[config.mk]
export PLATFORM = sky130hd
export DESIGN_NAME = text_command_tokenizer_core
export DESIGN_NICKNAME = d
export VERILOG_FILES = /design/src/tct_pkg.sv /design/src/tct_step.sv /design/src/tct_out_reg.sv /design/src/text_command_tokenizer_core.sv
export SDC_FILE = /design/constraint.sdc
export NUM_CORES = 1
export LEC_CHECK = 0
export BUFFER_PORTS_ARGS = -buffer_cell sky130_fd_sc_hd__buf_4
export CAP_MARGIN = 20
export CORE_MARGIN = 4
export CORE_UTILIZATION = 43
export DETAILED_ROUTE_END_ITERATION = 16
export SLEW_MARGIN = 10
export SYNTH_ARGS = -nofsm -noshare
export SYNTH_HDL_FRONTEND = slang
export SYNTH_HIERARCHICAL = 1
export SYNTH_SLANG_ARGS = --single-unit
export TNS_END_PERCENT = 10
[constraint.sdc]
create_clock -name clk -period 3.1 [get_ports clk]
set_input_delay 0.155 -clock clk [delete_from_list [all_inputs] [get_ports clk]]
set_output_delay 0.155 -clock clk [all_outputs]
set_load 0.03 [all_outputs]
[src/tct_pkg.sv]
// Package for the command line tokenizer: request and result structs,
// tokenizer state type, phase and quote enums, op and status codes.
// No dependencies.
`timescale 1ns / 1ps
`default_nettype none

package tct_pkg;

	localparam logic [7:0] CH_SPACE  = 8'h20;
	localparam logic [7:0] CH_DQUOTE = 8'h22;
	localparam logic [7:0] CH_SQUOTE = 8'h27;
	localparam logic [7:0] CH_BSLASH = 8'h5C;

	localparam logic [1:0] OP_SET = 2'd0;
	localparam logic [1:0] OP_GET = 2'd1;
	localparam logic [1:0] OP_MOD = 2'd2;
	localparam logic [1:0] OP_DEL = 2'd3;

	localparam logic [1:0] ST_BUSY    = 2'd0;
	localparam logic [1:0] ST_OK      = 2'd1;
	localparam logic [1:0] ST_NO_KEY  = 2'd2;
	localparam logic [1:0] ST_UNKNOWN = 2'd3;

	localparam logic [1:0] TOK_OP  = 2'd0;
	localparam logic [1:0] TOK_KEY = 2'd1;
	localparam logic [1:0] TOK_VAL = 2'd2;

	localparam logic [1:0] TOTAL_NONE  = 2'd0;
	localparam logic [1:0] TOTAL_SHORT = 2'd2;
	localparam logic [1:0] TOTAL_FULL  = 2'd3;

	localparam logic [2:0] OP_LEN_MAX = 3'd4;
	localparam logic [2:0] OP_LEN_WORD = 3'd3;

	localparam logic [23:0] OP_WORDS [4] = '{
		24'h534554,	// SET
		24'h474554,	// GET
		24'h4D4F44,	// MOD
		24'h44454C	// DEL
	};

	typedef enum logic [2:0] {
		PH_OP_LEAD  = 3'd0,
		PH_OP       = 3'd1,
		PH_KEY_LEAD = 3'd2,
		PH_KEY      = 3'd3,
		PH_VAL_LEAD = 3'd4,
		PH_VAL      = 3'd5,
		PH_DONE     = 3'd6,
		PH_REFUSED  = 3'd7
	} phase_t;

	typedef enum logic [1:0] {
		Q_NONE   = 2'd0,
		Q_DOUBLE = 2'd1,
		Q_SINGLE = 2'd2
	} quote_t;

	typedef struct packed {
		logic [7:0] char_in;
		logic       line_end;
	} cmd_t;

	typedef struct packed {
		logic [7:0] char_out;
		logic       char_valid;
		logic [1:0] token_number;
		logic [1:0] op_code;
		logic [1:0] line_status;
		logic [1:0] token_total;
	} tok_t;

	typedef struct packed {
		phase_t      phase;
		logic [23:0] op_chars;
		logic [2:0]  op_length;
		logic [1:0]  op_kind;
		quote_t      quote_kind;
		logic        escape_pending;
		logic [1:0]  outcome;
	} state_t;

	localparam state_t STATE_RESET = '{
		phase:          PH_OP_LEAD,
		op_chars:       24'd0,
		op_length:      3'd0,
		op_kind:        OP_SET,
		quote_kind:     Q_NONE,
		escape_pending: 1'b0,
		outcome:        ST_BUSY
	};

	function automatic logic is_short_op(logic [1:0] k);
		return (k == OP_GET) || (k == OP_DEL);
	endfunction

endpackage

`default_nettype wire

[src/tct_step.sv]
// Next-state and result logic for one byte of the command line.
// Depends on tct_pkg.
`timescale 1ns / 1ps
`default_nettype none

module tct_step (
	input  wire tct_pkg::state_t cur,
	input  wire tct_pkg::cmd_t   cmd,
	output tct_pkg::state_t      nxt,
	output tct_pkg::tok_t        res
);
	import tct_pkg::*;

	logic [7:0] c;
	logic       last;
	logic       hit;
	logic [1:0] hit_idx;
	logic       body;
	state_t     n;

	assign c    = cmd.char_in;
	assign last = cmd.line_end;

	always_comb begin
		hit     = 1'b0;
		hit_idx = OP_SET;
		for (int i = 0; i < 4; i++) begin
			if (!hit && cur.op_length == OP_LEN_WORD && cur.op_chars == OP_WORDS[i]) begin
				hit     = 1'b1;
				hit_idx = 2'(i);
			end
		end
	end

	always_comb begin
		n    = cur;
		body = 1'b0;
		res  = '0;
		case (cur.phase)
			PH_OP_LEAD, PH_OP: begin
				if (c == CH_SPACE) begin
					if (cur.phase == PH_OP) begin
						if (hit) begin
							n.op_kind = hit_idx;
							n.phase   = PH_KEY_LEAD;
						end else begin
							n.phase   = PH_REFUSED;
							n.outcome = ST_UNKNOWN;
						end
					end
				end else begin
					n.phase = PH_OP;
					if (cur.op_length < OP_LEN_MAX) begin
						if (cur.op_length < OP_LEN_WORD)
							n.op_chars = {cur.op_chars[15:0], c};
						n.op_length = cur.op_length + 3'd1;
					end
					res.char_valid   = 1'b1;
					res.token_number = TOK_OP;
					res.char_out     = c;
				end
			end
			PH_KEY_LEAD, PH_KEY: begin
				if (c == CH_SPACE) begin
					if (cur.phase == PH_KEY)
						n.phase = is_short_op(cur.op_kind) ? PH_DONE : PH_VAL_LEAD;
				end else begin
					n.phase          = PH_KEY;
					res.char_valid   = 1'b1;
					res.token_number = TOK_KEY;
					res.char_out     = c;
				end
			end
			PH_VAL_LEAD, PH_VAL: begin
				if (cur.escape_pending) begin
					n.escape_pending = 1'b0;
					res.char_valid   = 1'b1;
					res.token_number = TOK_VAL;
					res.char_out     = c;
				end else begin
					body = 1'b1;
					if (cur.phase == PH_VAL_LEAD) begin
						if (c == CH_SPACE) begin
							body = 1'b0;
						end else begin
							n.phase = PH_VAL;
							if (c == CH_DQUOTE) begin
								n.quote_kind = Q_DOUBLE;
								body         = 1'b0;
							end else if (c == CH_SQUOTE) begin
								n.quote_kind = Q_SINGLE;
								body         = 1'b0;
							end else begin
								n.quote_kind = Q_NONE;
							end
						end
					end
					if (body) begin
						if (c == CH_BSLASH) begin
							if (last) begin
								res.char_valid   = 1'b1;
								res.token_number = TOK_VAL;
								res.char_out     = CH_BSLASH;
							end else begin
								n.escape_pending = 1'b1;
							end
						end else if ((n.quote_kind == Q_DOUBLE && c == CH_DQUOTE) ||
								(n.quote_kind == Q_SINGLE && c == CH_SQUOTE)) begin
							n.phase = PH_DONE;
						end else begin
							res.char_valid   = 1'b1;
							res.token_number = TOK_VAL;
							res.char_out     = c;
						end
					end
				end
			end
			default: begin
			end
		endcase

		res.op_code     = n.op_kind;
		res.line_status = n.outcome;
		res.token_total = TOTAL_NONE;
		if (last) begin
			if (n.phase == PH_REFUSED) begin
				res.line_status = ST_UNKNOWN;
			end else if (n.phase == PH_OP_LEAD || n.phase == PH_OP) begin
				res.line_status = ST_NO_KEY;
			end else begin
				res.line_status = ST_OK;
				res.token_total = is_short_op(n.op_kind) ? TOTAL_SHORT : TOTAL_FULL;
			end
		end

		nxt = last ? STATE_RESET : n;
	end

endmodule

`default_nettype wire

[src/tct_out_reg.sv]
// Result register with valid/ready handshake; takes a new result
// in the same cycle that the held one is taken. Depends on tct_pkg.
`timescale 1ns / 1ps
`default_nettype none

module tct_out_reg (
	input  wire                clk,
	input  wire                arst_n,
	input  wire                load,
	input  wire tct_pkg::tok_t din,
	output logic               free,
	output logic               tok_valid,
	input  wire                tok_ready,
	output tct_pkg::tok_t      tok
);
	import tct_pkg::*;

	logic valid_q;
	tok_t data_q;

	assign free      = !valid_q || tok_ready;
	assign tok_valid = valid_q;
	assign tok       = data_q;

	always_ff @(posedge clk or negedge arst_n) begin
		if (!arst_n) begin
			valid_q <= 1'b0;
		end else if (free) begin
			valid_q <= load;
		end
	end

	always_ff @(posedge clk) begin
		if (load && free) begin
			data_q <= din;
		end
	end

endmodule

`default_nettype wire

[src/text_command_tokenizer_core.sv]
// Command line tokenizer top level: one byte per request, one result each.
// A request's result is registered and shown in the cycle after it is accepted.
// Throughput: one byte per clock unless results stall; the single tokenizer state
// register is updated in the cycle a byte is accepted and feeds the next byte.
// Reset: tokenizer state returns to skipping leading spaces before the op,
// and the result register is emptied. Depends on tct_pkg, tct_step, tct_out_reg.
`timescale 1ns / 1ps
`default_nettype none

module text_command_tokenizer_core (
	input  wire                clk,
	input  wire                arst_n,
	input  wire                cmd_valid,
	output logic               cmd_ready,
	input  wire tct_pkg::cmd_t cmd,
	output logic               tok_valid,
	input  wire                tok_ready,
	output tct_pkg::tok_t      tok
);
	import tct_pkg::*;

	state_t state_q;
	state_t state_nxt;
	tok_t   step_res;
	logic   accept;

	assign accept = cmd_valid && cmd_ready;

	tct_step u_step (
		.cur (state_q),
		.cmd (cmd),
		.nxt (state_nxt),
		.res (step_res)
	);

	always_ff @(posedge clk or negedge arst_n) begin
		if (!arst_n) begin
			state_q <= STATE_RESET;
		end else if (accept) begin
			state_q <= state_nxt;
		end
	end

	tct_out_reg u_out (
		.clk       (clk),
		.arst_n    (arst_n),
		.load      (cmd_valid),
		.din       (step_res),
		.free      (cmd_ready),
		.tok_valid (tok_valid),
		.tok_ready (tok_ready),
		.tok       (tok)
	);

endmodule

`default_nettype wire

== Word level (Yosys, flattened, before mapping) ==
Cells that the tools add are included.

* $add $sub $neg: 1
* $lt $le $gt $ge: 2
* Equal/unequal tests: 24
* Mux-type cells: 63
* Bitwise gates (word level): 1
* Reductions and logical operators: 33

{| class="wikitable"
|+ Operators with widths
! kind !! count
|-
| 24-bit by 23-bit == test with 1-bit output (second input constant) || 4
|-
| 11-bit 2-to-1 mux || 6
|-
| 27-bit 2-to-1 mux || 2
|-
| 2-bit 2-to-1 mux || 21
|-
| 37-bit 2-to-1 mux || 1
|-
| 3-bit 2-to-1 mux || 12
|-
| 11-bit one-hot mux with 3 select lines || 1
|-
| 29-bit 2-to-1 mux || 1
|-
| 8-bit by 6-bit == test with 1-bit output (second input constant) || 3
|-
| 24-bit 2-to-1 mux || 1
|-
| 1-bit 2-to-1 mux || 15
|-
| 1-bit logical AND || 10
|-
| 10-bit 2-to-1 mux || 1
|-
| 3-bit by 2-bit == test with 1-bit output (second input constant) || 3
|-
| 3-bit == test (second input constant) || 3
|-
| 3-bit one-hot mux with 3 select lines || 1
|-
| 8-bit by 7-bit == test with 1-bit output (second input constant) || 1
|-
| 2-bit nonzero test || 4
|-
| 2-bit by 1-bit == test with 1-bit output (second input constant) || 3
|-
| 2-bit == test (second input constant) || 3
|-
| 3-bit by 1-bit == test with 1-bit output (second input constant) || 2
|-
| 3-bit logical NOT || 2
|-
| 2-bit OR reduction || 3
|-
| 1-bit logical OR || 5
|-
| 12 further kinds || 16
|}

* Register bits after elaboration: 55
* Bits of input ports: 13
* Output and inout port bits: 19

== Depth between registers and ports, before layout ==
* Word-level depth: 25
* Gate-level depth with buffers: 10
* Mapped depth without buffers: 8

== Modules after synthesis ==
The synthesis kept the hierarchy.

{| class="wikitable"
|+ Modules (own cells, without submodules)
! module !! times used !! cells each !! area an instance (um^2)
|-
| text_command_tokenizer_core || 1 || 78 || 1526.5
|-
| tct_step || 1 || 189 || 1295.0
|-
| tct_out_reg || 1 || 21 || 564.3
|}

== Worst setup path before layout ==
No wires, ideal clock.

* Path kind: register to register
* From: register state_q[7] in the netlist's numbering
* To: register state_q[0] in the netlist's numbering
* Setup time: 0.125 ns
* Data arrival time: 2.025 ns
* Setup slack: 0.950 ns
* Cell stages (with the launch flop): 8
* Buffers on the path: 0
* Cells stage by stage: dfrtp_1 ha_1 nand4bb_1 or4_1 a211oi_2 nor3_1 o21a_1 mux2_4

{| class="wikitable"
|+ RTL lines
! what !! RTL line !! text
|-
| start, declared || text_command_tokenizer_core.sv:22 || <nowiki>state_t state_q;</nowiki>
|-
| start signal, assigned || text_command_tokenizer_core.sv:40 || <nowiki>state_q <= state_nxt;</nowiki>
|}

==> summary.txt <==
Dpl hpwl: 4.74 mm
CP Buf/Inv Count: 0
Worst setup SP type: register
CTS tree: built
Number of synthesized register bits: 55
First DRT Iteration DRCs: 92
Worst Clk Skew: 0.0104 ns
Post-route ant nets: 0
Post-synth ARST share: 0.691
Nets: 328
Mapped cell area: 0.00339 mm²
Critical path depth: 8
Final wirelength: 6.96 mm
Port bufs: 31
XOR/XNOR Fraction of Synth Area: 0.00517
Seq. cell area: 0.00146 mm²
Die height: 96.7 µm
Leakage: 1.59 nW
Mux share of post-synthesis cell area: 0.230
Worst rel slew slack: 0.538
Instance count of the mapped netlist: 288
Layout area overhead: 10.6%
Cell chain of the critical path: ha_1, nand4bb_1, or4_1, a211oi_2, o21ai_1, a21oi_1, and2_1, mux2_4
Share of cells above drive strength 1: 0.289
Antenna diodes: 0
Largest family of logic cells by synthesized area: multiplexers
Worst Setup Path Type: register to register
Root Buffer: clkbuf_8
Clk sinks: 55
Chip Width: 96.7 µm
Syn_nets: 302
Vias after detailed routing: 2288
R2R cell count: 8
Post-Synth Adder-Cell Area: 0.00370
CTS clock-pin slew for the worst setup and hold paths: 0.10 ns
Status: finished, final reports clean
CP endpoint: state_q[5]
RSZ-0062 raised after global routing: no
H-tree levels: 2
Period utilization: 0.769
CORE AREA: 0.00769 mm²
Minimum clock period: 2.39 ns
Worst-Margin Slew: 0.692 ns
Multi-input logic area: 0.00176 mm²
Initial antenna violation count: 0
Via-to-Cell Ratio: 5.49
Fillers: 726
GPL Wtd Cong: 0.876
Critical path's top delay family: simple AND/OR/NAND/NOR gates
Drt first pass iters: 4
Setup TNS: 0 ns
Clk_lat worst skew: 0.31 ns
Number of flops mapped to enable cells by yosys: 17
Synthesis Warnings: 6
# DRC: 0
Initial Utilization: 0.440
Setup violations, final: 0
Post-synthesis sequential area ratio: 0.432
Area fraction in compound gates after synthesis: 0.0928
Count of cell types in the netlist: 64
Synthesized area per cell: 11.8 µm²
Max-cap violations: 0
Global route total overflow: 0
I/O Pins: 32
Largest net degree at the start of global routing: 39
# Post-CTS Setup Buffers: 0
Total clock buffers created by CTS: 5
Top_reg_cell synth: dfrtp_1
Final hold vios: 0
Wire length per cell: 16.7 µm
Post-synthesis simple-gate area fraction: 0.187
Total GRT Usage: 0.149
Cell Rows: 32
CP Data Required Time: 3.35 ns
Max-slew violations: 0
Achievable clock frequency: 419 MHz
R2r startpoint: state_q[7]
Flop2flop setup slack: 0.71 ns
Vias in the first global route: 2213
Max FO, Critical Path: 5
Max IR drop VDD: 0.000280 V
CP peak stage delay: 0.53 ns
Pwr Density: 537 mW/mm²
Reg2reg end: state_q[5]
CP Capture Type: register
Worst hold path type: input port to register
Crit path max-delay cell type: or4_1
Worst hold slack: 0.0767 ns
Crit path launch: state_q[7]
Clock Tree Buf Depth: 2
First-pass GRT wire length: 11.6 mm
Overall die area: 0.00936 mm²
Arr. time, crit path: 2.63 ns
==> worst register-to-register path, cell delays in order, from the launching register on <==
cell       delay, ns
dfrtp_1         0.42
ha_1            0.20
nand4bb_1       0.20
or4_1           0.53
a211oi_2        0.31
o21ai_1         0.12
a21oi_1         0.26
and2_1          0.16
mux2_4          0.13
==> cells by family after synthesis <==
group	Yosys count
flops	55
buf+inv	20
fa+ha+maj	1
mux	62
compound gates	43
xor+xnor	2
simple gates	105
==> metrics by stage <==
stage / util / std cells / instance area (µm²) / total power (W) / setup slack [ns]
finish: 0.487 / 417 / 3740 / 0.00201 / 0.715
global route: 0.487 / 417 / 3740 / 0.00212 / 0.530
CTS: 0.487 / 417 / 3740 / 0.00203 / 0.729
detailed placement: 0.472 / 408 / 3620 / 0.00155 / 0.632
global placement: 0.472 / 408 / 3620 / 0.00154 / 0.645
floorplan: - / 288 / 3390 / 0.00146 / 0.950
==> cells in the mapped netlist, types with 5 or more instances <==
cell,instances,area [µm²]
nand3_1,5,25.0
and2_1,8,50.1
nor2_1,40,150
buf_12,5,100
mux2_2,7,78.8
nor3_1,9,45.0
edfxtp_1,17,510
inv_1,5,18.8
dfrtp_1,38,951
a21oi_1,10,50.1
mux2_4,30,450
mux2i_1,25,250
clkbuf_1,6,22.5
==> worst min path at each step <==
stage / end / startpoint / depth (start not counted)
6_report: u_out/tok_valid / cmd_valid / 2
5_1_grt: u_out/tok_valid / cmd_valid / 2
4_1_cts: u_out/tok_valid / cmd_valid / 2
3_5_place_dp: state_q[18] / arst_n / 1
3_3_place_gp: state_q[16] / arst_n / 1
2_1_floorplan: state_q[0] / arst_n / 0
==> final cells by class <==
cell class              instances  area share
clock inverters                 2      0.0100
clock buffers                   6      0.0194
inverters                       5     0.00501
well taps                     102      0.0341
multi-input cells             213       0.469
flip-flops and latches         55       0.390
repair buffers                 34      0.0722
==> layer usage <==
| layer | share of wire | track usage | vias up |
|---|---|---|---|
| met2 | 0.45 | 0.226 | 50 |
| met1 | 0.50 | 0.219 | 1115 |
| met4 | 0.0057 | 0.0335 | 0 |
| met3 | 0.041 | 0.0324 | 4 |
| met5 | 0 | 0 | - |
| li1 | - | - | 1119 |
==> registers in the layout (all words and copies together) (netlist names) <==
name / flops
u_out/tok_valid: 1
u_out/tok: 17
state_q: 37
==> cells in the final DEF (no fill, tap or decap), types with 4 or more instances in the layout <==
master,netlist,final
dfrtp_1,38,38
nand4bb_1,4,4
mux2_2,7,7
mux2i_1,25,25
o21a_1,4,4
a21oi_1,10,10
edfxtp_1,17,17
nor2_1,40,40
clkbuf_8,0,5
mux2_4,30,30
nand3_1,5,5
inv_1,5,5
buf_4,0,32
nor3_1,9,9
or3_1,4,4
nand2b_1,4,4
and2_1,8,8
==> repair_timing <==
item / CTS / global route
hold buffers: 1 / 0
resized for setup: 0 / 0
endpoints found under the hold margin: 38 / 0
==> where the power goes <==
| group | switching (W) | total [W] | internal [W] |
|---|---|---|---|
| clock network | 0.000233 | 0.000474 | 0.000241 |
| registers | 0.000113 | 0.000955 | 0.000842 |
| logic | 0.000267 | 0.000582 | 0.000314 |
(Power assumes the default switching activity.)
